===== src/rtl/core/assert_macros.svh =====
// ----------------------------------------------------------------------------
// assert_macros.svh
// Shared concurrent assertion macros, clocked on clk, disabled in reset.
// ----------------------------------------------------------------------------
`ifndef ASSERT_MACROS_SVH
`define ASSERT_MACROS_SVH

// combinational invariant
`define ITDA_CHECK(lbl, expr, msg) \
  lbl: assert property (@(posedge clk) disable iff (!rst_n) (expr)) else $error(msg);

// next-cycle implication
`define ITDA_NEXT(lbl, ante, cons, msg) \
  lbl: assert property (@(posedge clk) disable iff (!rst_n) (ante) |=> (cons)) else $error(msg);

`endif


===== src/rtl/core/itda_pkg.sv =====
// ----------------------------------------------------------------------------
// itda_pkg
// Types and constants of the integer to decimal text converter.
// ----------------------------------------------------------------------------
package itda_pkg;

  localparam int MAG_W     = 30;               // magnitude bits below 1e9
  localparam int STEP_BITS = 5;                // dabble steps per stage
  localparam int NUM_ST    = MAG_W / STEP_BITS;

  localparam logic [5:0] CH_NUL   = 6'd0;
  localparam logic [5:0] CH_PLUS  = 6'd43;
  localparam logic [5:0] CH_MINUS = 6'd45;
  localparam logic [5:0] CH_ZERO  = 6'd48;

  typedef struct packed {
    logic v;
    logic neg;
    logic plus;
    logic big;
  } ctl_t;

  function automatic logic [31:0] pow10(input int n);
    logic [31:0] p;
    p = 32'd1;
    for (int i = 0; i < n; i++) begin
      p = 32'(p * 32'd10);
    end
    return p;
  endfunction

endpackage


===== src/rtl/core/int_to_decimal_ascii_top.sv =====
// ----------------------------------------------------------------------------
// int_to_decimal_ascii_top
// Signed 32-bit integer to decimal ASCII text, one character per beat.
// ----------------------------------------------------------------------------
// Usage:
//   Input: drive in_value / in_force_plus with start; the beat is taken at a
//   clock edge where start is high and busy is low.
//   Output: out_valid marks each character beat for one cycle: optional
//   sign, digits msd first without leading zeros, then NUL with out_last.
//   out_char_count (sign + digits) rides on every beat of the run.
//   Magnitudes of 10^MAX_DIGITS or more (and the most negative integer)
//   give only the sign, if any, and the terminator.
// Pipeline: an accepted item passes the input register, 6 dabble
//   stages and the digit count stage before the emitter puts out its
//   first character.
// Flow: the emitter puts out one run of char_count + 1 beats per item;
//   the stages ahead of it hold up to 8 more items, and busy rises,
//   holding them all, while the digit count stage waits on the emitter.
// Reset: rst_n low for one edge empties every stage and the emitter.
// The receiver cannot stall; every out_valid beat is consumed as shown.
// ----------------------------------------------------------------------------
`include "assert_macros.svh"

module int_to_decimal_ascii_top #(
  parameter int MAX_DIGITS = 9
) (
  input  logic               clk,
  input  logic               rst_n,
  input  logic               start,
  output logic               busy,
  input  logic signed [31:0] in_value,
  input  logic               in_force_plus,
  output logic               out_valid,
  output logic [5:0]         out_character,
  output logic               out_last,
  output logic [3:0]         out_char_count
);

  localparam int          DIG_W = 4 * MAX_DIGITS;
  localparam logic [31:0] LIMIT = itda_pkg::pow10(MAX_DIGITS);
  localparam int          NST   = itda_pkg::NUM_ST;
  localparam int          MW    = itda_pkg::MAG_W;

  logic                   accept, stall, load, emit_done;

  // input stage
  itda_pkg::ctl_t         s0_ctl_r, s0_ctl_nxt;
  logic [MW-1:0]          s0_bin_r, s0_bin_nxt;
  logic [31:0]            mag;

  // dabble chain
  itda_pkg::ctl_t         ch_ctl [NST+1];
  logic [MW-1:0]          ch_bin [NST+1];
  logic [DIG_W-1:0]       ch_bcd [NST+1];

  // digit count stage
  itda_pkg::ctl_t         cs_ctl_r;
  logic [3:0]             cs_total_r, cs_total_nxt, nd_nxt;
  logic [DIG_W-1:0]       cs_dig_r, cs_dig_nxt;

  // emitter
  logic                   em_act_r;
  logic [3:0]             em_cnt_r, em_total_r;
  logic                   em_sign_r;
  logic [5:0]             em_sign_ch_r;
  logic [DIG_W-1:0]       em_dig_r;

  assign emit_done = em_act_r && (em_cnt_r == 4'd1);
  assign stall     = cs_ctl_r.v && em_act_r && !emit_done;
  assign load      = cs_ctl_r.v && !stall;
  assign busy      = stall;
  assign accept    = start && !busy;

  always_comb begin
    mag              = in_value[31] ? (~in_value + 32'd1) : in_value;
    s0_ctl_nxt.v     = accept;
    s0_ctl_nxt.neg   = in_value[31];
    s0_ctl_nxt.plus  = in_force_plus;
    s0_ctl_nxt.big   = (mag >= LIMIT);
    s0_bin_nxt       = s0_ctl_nxt.big ? '0 : mag[MW-1:0];
  end

  always_ff @(posedge clk) begin
    if (!rst_n) begin
      s0_ctl_r <= '0;
    end else if (!stall) begin
      s0_ctl_r <= s0_ctl_nxt;
    end
  end

  always_ff @(posedge clk) begin
    if (!stall) begin
      s0_bin_r <= s0_bin_nxt;
    end
  end

  assign ch_ctl[0] = s0_ctl_r;
  assign ch_bin[0] = s0_bin_r;
  assign ch_bcd[0] = '0;

  for (genvar g = 0; g < NST; g++) begin : g_dab
    itda_dabble #(
      .DIG_W (DIG_W)
    ) u_dab (
      .clk   (clk),
      .rst_n (rst_n),
      .stall (stall),
      .ctl_i (ch_ctl[g]),
      .bin_i (ch_bin[g]),
      .bcd_i (ch_bcd[g]),
      .ctl_o (ch_ctl[g+1]),
      .bin_o (ch_bin[g+1]),
      .bcd_o (ch_bcd[g+1])
    );
  end

  // digit count and left alignment of the msd
  always_comb begin
    nd_nxt = 4'd1;
    for (int i = 1; i < MAX_DIGITS; i++) begin
      if (ch_bcd[NST][4*i +: 4] != 4'd0) begin
        nd_nxt = 4'(i + 1);
      end
    end
    if (ch_ctl[NST].big) begin
      nd_nxt = 4'd0;
    end
    cs_dig_nxt   = ch_bcd[NST] << (4 * (MAX_DIGITS - int'(nd_nxt)));
    cs_total_nxt = nd_nxt + {3'd0, ch_ctl[NST].neg | ch_ctl[NST].plus};
  end

  always_ff @(posedge clk) begin
    if (!rst_n) begin
      cs_ctl_r <= '0;
    end else if (!stall) begin
      cs_ctl_r <= ch_ctl[NST];
    end
  end

  always_ff @(posedge clk) begin
    if (!stall) begin
      cs_dig_r   <= cs_dig_nxt;
      cs_total_r <= cs_total_nxt;
    end
  end

  // emitter: em_cnt_r counts beats left, terminator included
  always_ff @(posedge clk) begin
    if (!rst_n) begin
      em_act_r <= 1'b0;
      em_cnt_r <= 4'd0;
    end else if (load) begin
      em_act_r <= 1'b1;
      em_cnt_r <= cs_total_r + 4'd1;
    end else if (em_act_r) begin
      em_act_r <= !emit_done;
      em_cnt_r <= em_cnt_r - 4'd1;
    end
  end

  always_ff @(posedge clk) begin
    if (load) begin
      em_total_r   <= cs_total_r;
      em_sign_r    <= cs_ctl_r.neg | cs_ctl_r.plus;
      em_sign_ch_r <= cs_ctl_r.neg ? itda_pkg::CH_MINUS : itda_pkg::CH_PLUS;
      em_dig_r     <= cs_dig_r;
    end else if (em_act_r) begin
      if (em_sign_r) begin
        em_sign_r <= 1'b0;
      end else begin
        em_dig_r <= em_dig_r << 4;
      end
    end
  end

  always_comb begin
    out_valid      = em_act_r;
    out_char_count = em_total_r;
    out_last       = (em_cnt_r == 4'd1);
    if (out_last) begin
      out_character = itda_pkg::CH_NUL;
    end else if (em_sign_r) begin
      out_character = em_sign_ch_r;
    end else begin
      out_character = itda_pkg::CH_ZERO + {2'd0, em_dig_r[DIG_W-1 -: 4]};
    end
  end

  `ITDA_NEXT(a_run_ends, emit_done && !load, !out_valid, "beat after terminator")
  `ITDA_NEXT(a_stall_holds, stall, $stable(cs_total_r) && cs_ctl_r.v, "stalled item moved")
  `ITDA_CHECK(a_total_nonzero, !out_valid || out_last || (out_char_count != 4'd0), "zero count")

endmodule


===== src/rtl/core/itda_dabble.sv =====
// ----------------------------------------------------------------------------
// itda_dabble
// One pipeline stage of shift-add-3 binary to BCD conversion.
// ----------------------------------------------------------------------------
module itda_dabble #(
  parameter int DIG_W = 36
) (
  input  logic                        clk,
  input  logic                        rst_n,
  input  logic                        stall,
  input  itda_pkg::ctl_t              ctl_i,
  input  logic [itda_pkg::MAG_W-1:0]  bin_i,
  input  logic [DIG_W-1:0]            bcd_i,
  output itda_pkg::ctl_t              ctl_o,
  output logic [itda_pkg::MAG_W-1:0]  bin_o,
  output logic [DIG_W-1:0]            bcd_o
);

  itda_pkg::ctl_t                    ctl_r;
  logic [itda_pkg::MAG_W-1:0]        bin_r, bin_nxt;
  logic [DIG_W-1:0]                  bcd_r, bcd_nxt;

  always_comb begin
    bin_nxt = bin_i;
    bcd_nxt = bcd_i;
    for (int s = 0; s < itda_pkg::STEP_BITS; s++) begin
      for (int d = 0; d < DIG_W / 4; d++) begin
        if (bcd_nxt[4*d +: 4] >= 4'd5) begin
          bcd_nxt[4*d +: 4] = bcd_nxt[4*d +: 4] + 4'd3;
        end
      end
      {bcd_nxt, bin_nxt} = {bcd_nxt[DIG_W-2:0], bin_nxt, 1'b0};
    end
  end

  always_ff @(posedge clk) begin
    if (!rst_n) begin
      ctl_r <= '0;
    end else if (!stall) begin
      ctl_r <= ctl_i;
    end
  end

  always_ff @(posedge clk) begin
    if (!stall) begin
      bin_r <= bin_nxt;
      bcd_r <= bcd_nxt;
    end
  end

  assign ctl_o = ctl_r;
  assign bin_o = bin_r;
  assign bcd_o = bcd_r;

endmodule


===== config.mk =====
export PLATFORM = sky130hd
export DESIGN_NAME = int_to_decimal_ascii_top
export DESIGN_NICKNAME = d
export VERILOG_FILES = /design/src/rtl/core/itda_pkg.sv /design/src/rtl/core/int_to_decimal_ascii_top.sv /design/src/rtl/core/itda_dabble.sv
export VERILOG_INCLUDE_DIRS = /design/src /design/src/rtl/core
export SDC_FILE = /design/constraint.sdc
export NUM_CORES = 1
export LEC_CHECK = 0
export BUFFER_PORTS_ARGS = -buffer_cell sky130_fd_sc_hd__buf_2
export CORE_MARGIN = 1.5
export CORE_UTILIZATION = 25
export CTS_CLUSTER_DIAMETER = 60
export CTS_CLUSTER_SIZE = 14
export DETAILED_ROUTE_END_ITERATION = 6
export PLACE_DENSITY = 0.48
export REMOVE_ABC_BUFFERS = 1
export SYNTH_ARGS = -nofsm -noshare
export SYNTH_HDL_FRONTEND = slang
export SYNTH_SLANG_ARGS = --single-unit

===== constraint.sdc =====
create_clock -name clk -period 12 [get_ports clk]
set_input_delay 1.2 -clock clk [delete_from_list [all_inputs] [get_ports clk]]
set_output_delay 1.2 -clock clk [all_outputs]
set_load 0.02 [all_outputs]

==> results of run 1 <==
==> metrics by stage <==
step / hold slack, ps / area, um^2 / instances / setup WS, ps
floorplan: 400 / 27900 / 3103 / 496
global placement: 401 / 30200 / 4668 / 7110
detailed placement: 405 / 30200 / 4668 / 7080
CTS: 420 / 31600 / 4748 / 7020
global route: 426 / 31600 / 4748 / 6600
finish: 418 / 31600 / 4748 / 7020
==> layer usage <==
| layer | wire (um) | share of wire [%] | vias up |
|---|---|---|---|
| met5 | 0 | 0 | - |
| met3 | 1370 | 2.4 | 65 |
| li1 | - | - | 11800 |
| met2 | 25600 | 45 | 172 |
| met1 | 28800 | 51 | 10300 |
| met4 | 1020 | 1.8 | 0 |
==> final timing paths <==
check / startpoint / end / slack (ps) / cells after the start
worst max-delay path: g_dab[0].u_dab.bcd_o[0]$_DFFE_PN_ / g_dab[1].u_dab.bcd_o[10]$_DFFE_PN_ / 7020 / 24
worst min-delay path: g_dab[3].u_dab.bin_o[25]$_DFFE_PN_ / g_dab[4].u_dab.bcd_o[0]$_DFFE_PN_ / 420 / 0
worst max register to register: g_dab[0].u_dab.bcd_o[0]$_DFFE_PN_ / g_dab[1].u_dab.bcd_o[10]$_DFFE_PN_ / 7020 / 24
worst min register to register: g_dab[3].u_dab.bin_o[25]$_DFFE_PN_ / g_dab[4].u_dab.bcd_o[0]$_DFFE_PN_ / 420 / 0
==> flip-flops by register name (all words and copies together), names as in the netlist <==
name	count
ch_ctl	4
cs_ctl_r	3
cs_dig_r	36
cs_total_r	4
em_cnt_r	4
em_dig_r	36
em_sign_ch_r	2
em_sign_r	1
g_dab.u_dab.bcd_o	133
g_dab.u_dab.bin_o	75
g_dab.u_dab.ctl_o	24
out_char_count	4
out_valid	1
s0_bin_r	30
==> Yosys cell counts, drive strengths merged, types with 25 or more instances <==
| master | count |
|---|---|
| nand2 | 435 |
| nor2b | 39 |
| a31oi | 55 |
| mux2i | 96 |
| and2 | 39 |
| nor3 | 58 |
| nand2b | 68 |
| xor2 | 51 |
| nor2 | 265 |
| or2 | 40 |
| edfxtp | 321 |
| a211oi | 55 |
| a21o | 38 |
| nand3 | 54 |
| a21boi | 50 |
| inv | 187 |
| o22ai | 39 |
| o211ai | 40 |
| xnor2 | 93 |
| o21bai | 25 |
| mux2 | 50 |
| dfxtp | 36 |
| o21ai | 257 |
| clkbuf | 73 |
| o31ai | 26 |
| or3 | 31 |
| ha | 131 |
| a21oi | 237 |
| o21a | 35 |
==> logic make-up (layout without fill, tap and decap cells) <==
logic type	count (synthesis)	in the layout	synth area share (%)
AND/OR/NAND/NOR	1107	1107	18.3
adder cells (fa/ha/maj)	135	135	5.93
buffers and inverters	285	333	3.89
XOR/XNOR	145	145	5.06
multiplexers	146	146	5.49
AO/OA/AOI/OAI	1025	1025	24.7
flip-flops	357	357	36.6
==> cell type report <==
| cell class | instances | area [um^2] | area share, % |
|---|---|---|---|
| Clock inverter | 22 | 219 | 0.693 |
| Sequential cell | 357 | 10400 | 32.8 |
| Tap cell | 1500 | 1880 | 5.94 |
| Inverter | 188 | 707 | 2.24 |
| Timing Repair Buffer | 65 | 368 | 1.16 |
| Multi-Input combinational cell | 2558 | 16900 | 53.5 |
| Clock buffer | 58 | 1160 | 3.68 |
==> critical path, cell delays in order (launching register included) <==
cell and delay, ps:
edfxtp_1 470, inv_1 130, ha_1 190, nand2b_1 130
or3b_1 240, and2_1 160, nand2_1 80, ha_1 210
a21oi_1 210, inv_1 90, a21oi_1 150, nand2b_1 210
inv_1 90, ha_1 220, nor3b_1 180, o21ai_0 90
mux2_2 340, nor2_1 250, nor2_1 100, xnor2_1 330
ha_1 220, inv_1 40, ha_1 200, a21oi_1 240
a21oi_1 130
==> results.toml, run 1 <==
[status]
status = "completed"

[cells_and_area]
final_common_cell = "nand2_1"
drive_gt1_share_pct = 11.0
antenna_cells = 0
final_util_pct = 28.1
most-common-layout-cells = "433 x nand2_1, 321 x edfxtp_1, 263 x nor2_1"
nNetsFinal = 3380
n_fill_cell = 12000
area_delta_synth_final_pct = 11.5

[min_path]
hp-class = "flip-flop to flip-flop"

[worst_setup_path]
crit_required_ps = 12300
end_kind = "flip-flop"
path_max_fanout = 6
worstPathArrival_ps = 5280
worstSetupPathType = "flip-flop to flip-flop"
start_kind = "flip-flop"

[synth]
syn_area_um2 = 28300
ys_ff_latch = 357
yosys_warnings = 0
async_flop_share_pct = 0
synth.top_cell.area_share_pct = 34.0
synth-edff-count = 321
synth_cell_types = 123
synthCells = 3200
ys.flop_type = "edfxtp_1"
ys_seq_area_share_pct = 36.6
syn_area_per_cell_um2 = 8.85
synth_top_area_cell = "edfxtp_1"
yosys-top-cells-area = "edfxtp_1 34%, ha_1 5.8%, nand2_1 5.8%"

[timing]
rsz0062_at_grt = "false"
worst_pin_slew_ps = 1040
clock_skew_ps = 31.6
relSlewSlack_pct = 30.3
timing.fmax_mhz = 201
finalSetupViolCount = 0
setup_tns_ps = 0
min_period_over_period_pct = 41.5
finalMaxSlewViolations = 0
hold_violations = 0
min_period_ps = 4980

[detailed_routing]
first_pass_iters = 5
avgRoutedWirePerCell_um = 11.9
drc = 0
vias_per_cell = 4.70
first_iter_violations = 1280
vias = 22300
drt-total-wl_um = 56700
detail-route-antenna-nets = 0

[floorplan]
dieArea_um2 = 115000
rows = 123
start_util_pct = 25.2
fp.dieH_um = 340
dieWidth_um = 340
core-area_um2 = 112000
io_pins = 49

[global_route]
grt.met3_usage_pct = 1.40
first_global_vias = 20600
use_met1_pct = 12.9
grt_usage_pct = 9.57
grt_pass1_wl_um = 97300
grt_overflow = 0
grtUsageMet2_pct = 16.0
grt_max_degree = 80
grt_most_used_layer = "met2"
antenna_found_initial = 0

[clock_tree]
cts_tree = "yes"
cts_setup_buffers = 0
htreeDepth = 2
clock_path_buffers = 3
hold_buffers = 0
cts_buffers = 43
clk_pin_slew_ps = 60
root_buffer = "clkbuf_16"
numClockSinks = 357
clk_latency_ps = 580
post_cts_resized = 0

[run]
maxCapViolCount = 0

[placed_design]
dp_hpwl_um = 41100
place_congestion = 0.802
io_buffers = 48
Power of run 1 is not shown: default switching activity piles up to over one toggle a cycle in this logic, so the estimate is an artifact.
==> run 2, diff against run 1 <==
Clock period 12 ns to 4.67 ns, I/O delays scaled along.
==> run 2 against run 1 <==
Effect of this change: utilization is 0.39 points higher; setup slack worse by 6700 ps; worst hold slack worse by 300 ps; critical endpoint is now g_dab[5].u_dab.bcd_o[12]$_DFFE_PN_; die area stayed put; clock skew is 1.2 ps lower; critical path type unchanged; wire length is 0.57% lower.
==> results.toml, run 2 (synthesis gave the netlist of run 1 again) <==
[status]
status = "completed"

[placed_design]
io_buffers = 48
dp_hpwl_um = 40900
dpl_cell_area_um2 = 30500
place_congestion = 0.796

[floorplan]
fp.dieH_um = 340
start_util_pct = 25.2
io_pins = 49
rows = 123
core-area_um2 = 112000
dieWidth_um = 340
dieArea_um2 = 115000

[cells_and_area]
n_fill_cell = 11900
nNetsFinal = 3416
final_common_cell = "nand2_1"
most-common-layout-cells = "434 x nand2_1, 321 x edfxtp_1, 261 x nor2_1"
largest_reg_flops = 133
area_delta_synth_final_pct = 13.0
drive_gt1_share_pct = 12.9
antenna_cells = 0
fin_area_um2 = 32000

[clock_tree]
cts_buffers = 41
hold_buffers = 0
clk_latency_ps = 600
htreeDepth = 2
root_buffer = "clkbuf_16"
cts_tree = "yes"
numClockSinks = 357
clock_path_buffers = 3
clk_pin_slew_ps = 60

[worst_setup_path]
cp-startpoint = "g_dab[4].u_dab.bcd_o[5]$_DFFE_PN_"
crit_chain = "inv_1, ha_1, nand2b_1, a21oi_2, mux2_2, or3_1, nand2_1, inv_1, ha_1, maj3_1, a221oi_2, mux2i_2, inv_1, ha_1, o21ai_0, a31o_2, o21bai_1, xnor2_1"
cp_top_family = "compound AO/OA/AOI/OAI gates"
path_depth = 18
worstReg2RegEnd = "g_dab[5].u_dab.bcd_o[12]$_DFFE_PN_"
endpoint = "g_dab[5].u_dab.bcd_o[12]$_DFFE_PN_"
worstPathArrival_ps = 4680
cp_slowest_cell = "mux2_2"
start_kind = "flip-flop"
crit_buf_inv = 3
reg2reg_depth = 18
end_kind = "flip-flop"
r2r_setup_slack_ps = 330
r2r_start = "g_dab[4].u_dab.bcd_o[5]$_DFFE_PN_"
crit_required_ps = 5010
worstSetupPathType = "flip-flop to flip-flop"
path_max_fanout = 7
critPathMaxStageDelay_ps = 420

[min_path]
hp-class = "input pin to flip-flop"

[timing]
hold_violations = 0
relSlewSlack_pct = 29.4
worst_pin_slew_ps = 1060
clock_skew_ps = 30.4
timing.fmax_mhz = 230
finalSetupViolCount = 0
finalMaxSlewViolations = 0
min_period_ps = 4340
min_period_over_period_pct = 93.0

[detailed_routing]
vias_per_cell = 4.70
detail-route-antenna-nets = 0
first_pass_iters = 5
vias = 22400
first_iter_violations = 1011
avgRoutedWirePerCell_um = 11.8
drc = 0
drt-total-wl_um = 56400

[global_route]
grt_pass1_wl_um = 96500
grt_max_degree = 93
grt_usage_pct = 9.50
grt_overflow = 0
antenna_found_initial = 1
first_global_vias = 20600

[run]
maxCapViolCount = 0
run 2: cell types whose count changed in the layout (fill, tap and decap cells not counted), sizes merged:
cell      before  now
buf           65  103
clkbuf        58   49
clkinv        13    7
inv          195  200
clkinvlp       0    2
run 2: layout make-up:
class	count	area, um^2	area share [%]
Inverter	188	707	2.21
Clock inverter	23	279	0.871
Clock buffer	49	1070	3.33
Timing Repair Buffer	103	691	2.16
Multi-Input combinational cell	2558	17000	53.2
Sequential cell	357	10400	32.4
Tap cell	1500	1880	5.86
run 2: stage by stage:
stage / setup TNS (ps) / setup WS (ps) / hold slack [ps] / util [%] / std cells
after CTS: 0 / 176 / 72.2 / 28.3 / 4769
after global routing: -2.97 / -2.97 / 101 / 28.5 / 4778
after global placement: 0 / 167 / 401 / 27.1 / 4697
after floorplan: -1201220 / -6520 / 400 / - / 3103
final: 0 / 326 / 122 / 28.5 / 4778
after detailed placement: 0 / 210 / 405 / 27.1 / 4697
run 2: worst min path at each step:
stage	end	depth (start not counted)	slack, ps	startpoint
finish	ch_ctl[25]$_SDFFE_PN0N_	3	120	in_force_plus
global route	ch_ctl[25]$_SDFFE_PN0N_	3	100	in_force_plus
CTS	ch_ctl[25]$_SDFFE_PN0N_	3	70	in_force_plus
detailed placement	g_dab[0].u_dab.bin_o[16]$_DFFE_PN_	0	400	s0_bin_r[11]$_SDFFCE_PP0N_
global placement	g_dab[3].u_dab.bin_o[26]$_DFFE_PN_	0	400	g_dab[2].u_dab.bin_o[21]$_DFFE_PN_
floorplan	g_dab[0].u_dab.bcd_o[0]$_DFFE_PN_	0	400	s0_bin_r[25]$_SDFFCE_PP0N_
run 2: timing repair:
item	in CTS	in global routing
endpoints found under the setup margin	0	33
resized for setup	0	33
buffers inserted	0	9
run 2: worst register-to-register path: stages, from the launching register on:
cell,delay (ps)
edfxtp_1,390
inv_1,130
ha_1,230
nand2b_1,100
a21oi_2,190
mux2_2,420
or3_1,410
nand2_1,180
inv_1,60
ha_1,190
maj3_1,360
a221oi_2,270
mux2i_2,140
inv_1,110
ha_1,160
o21ai_0,110
a31o_2,330
o21bai_1,170
xnor2_1,120
run 2: metal layers:
metal / track usage (%) / share of wire, % / up-vias
met5: 0 / 0 / -
met4: 2.13 / 1.6 / 0
met3: 1.42 / 3.0 / 60
met2: 16.1 / 46 / 201
met1: 12.7 / 49 / 10300
li1: - / - / 11900
Power of run 2 is left out for the same reason.
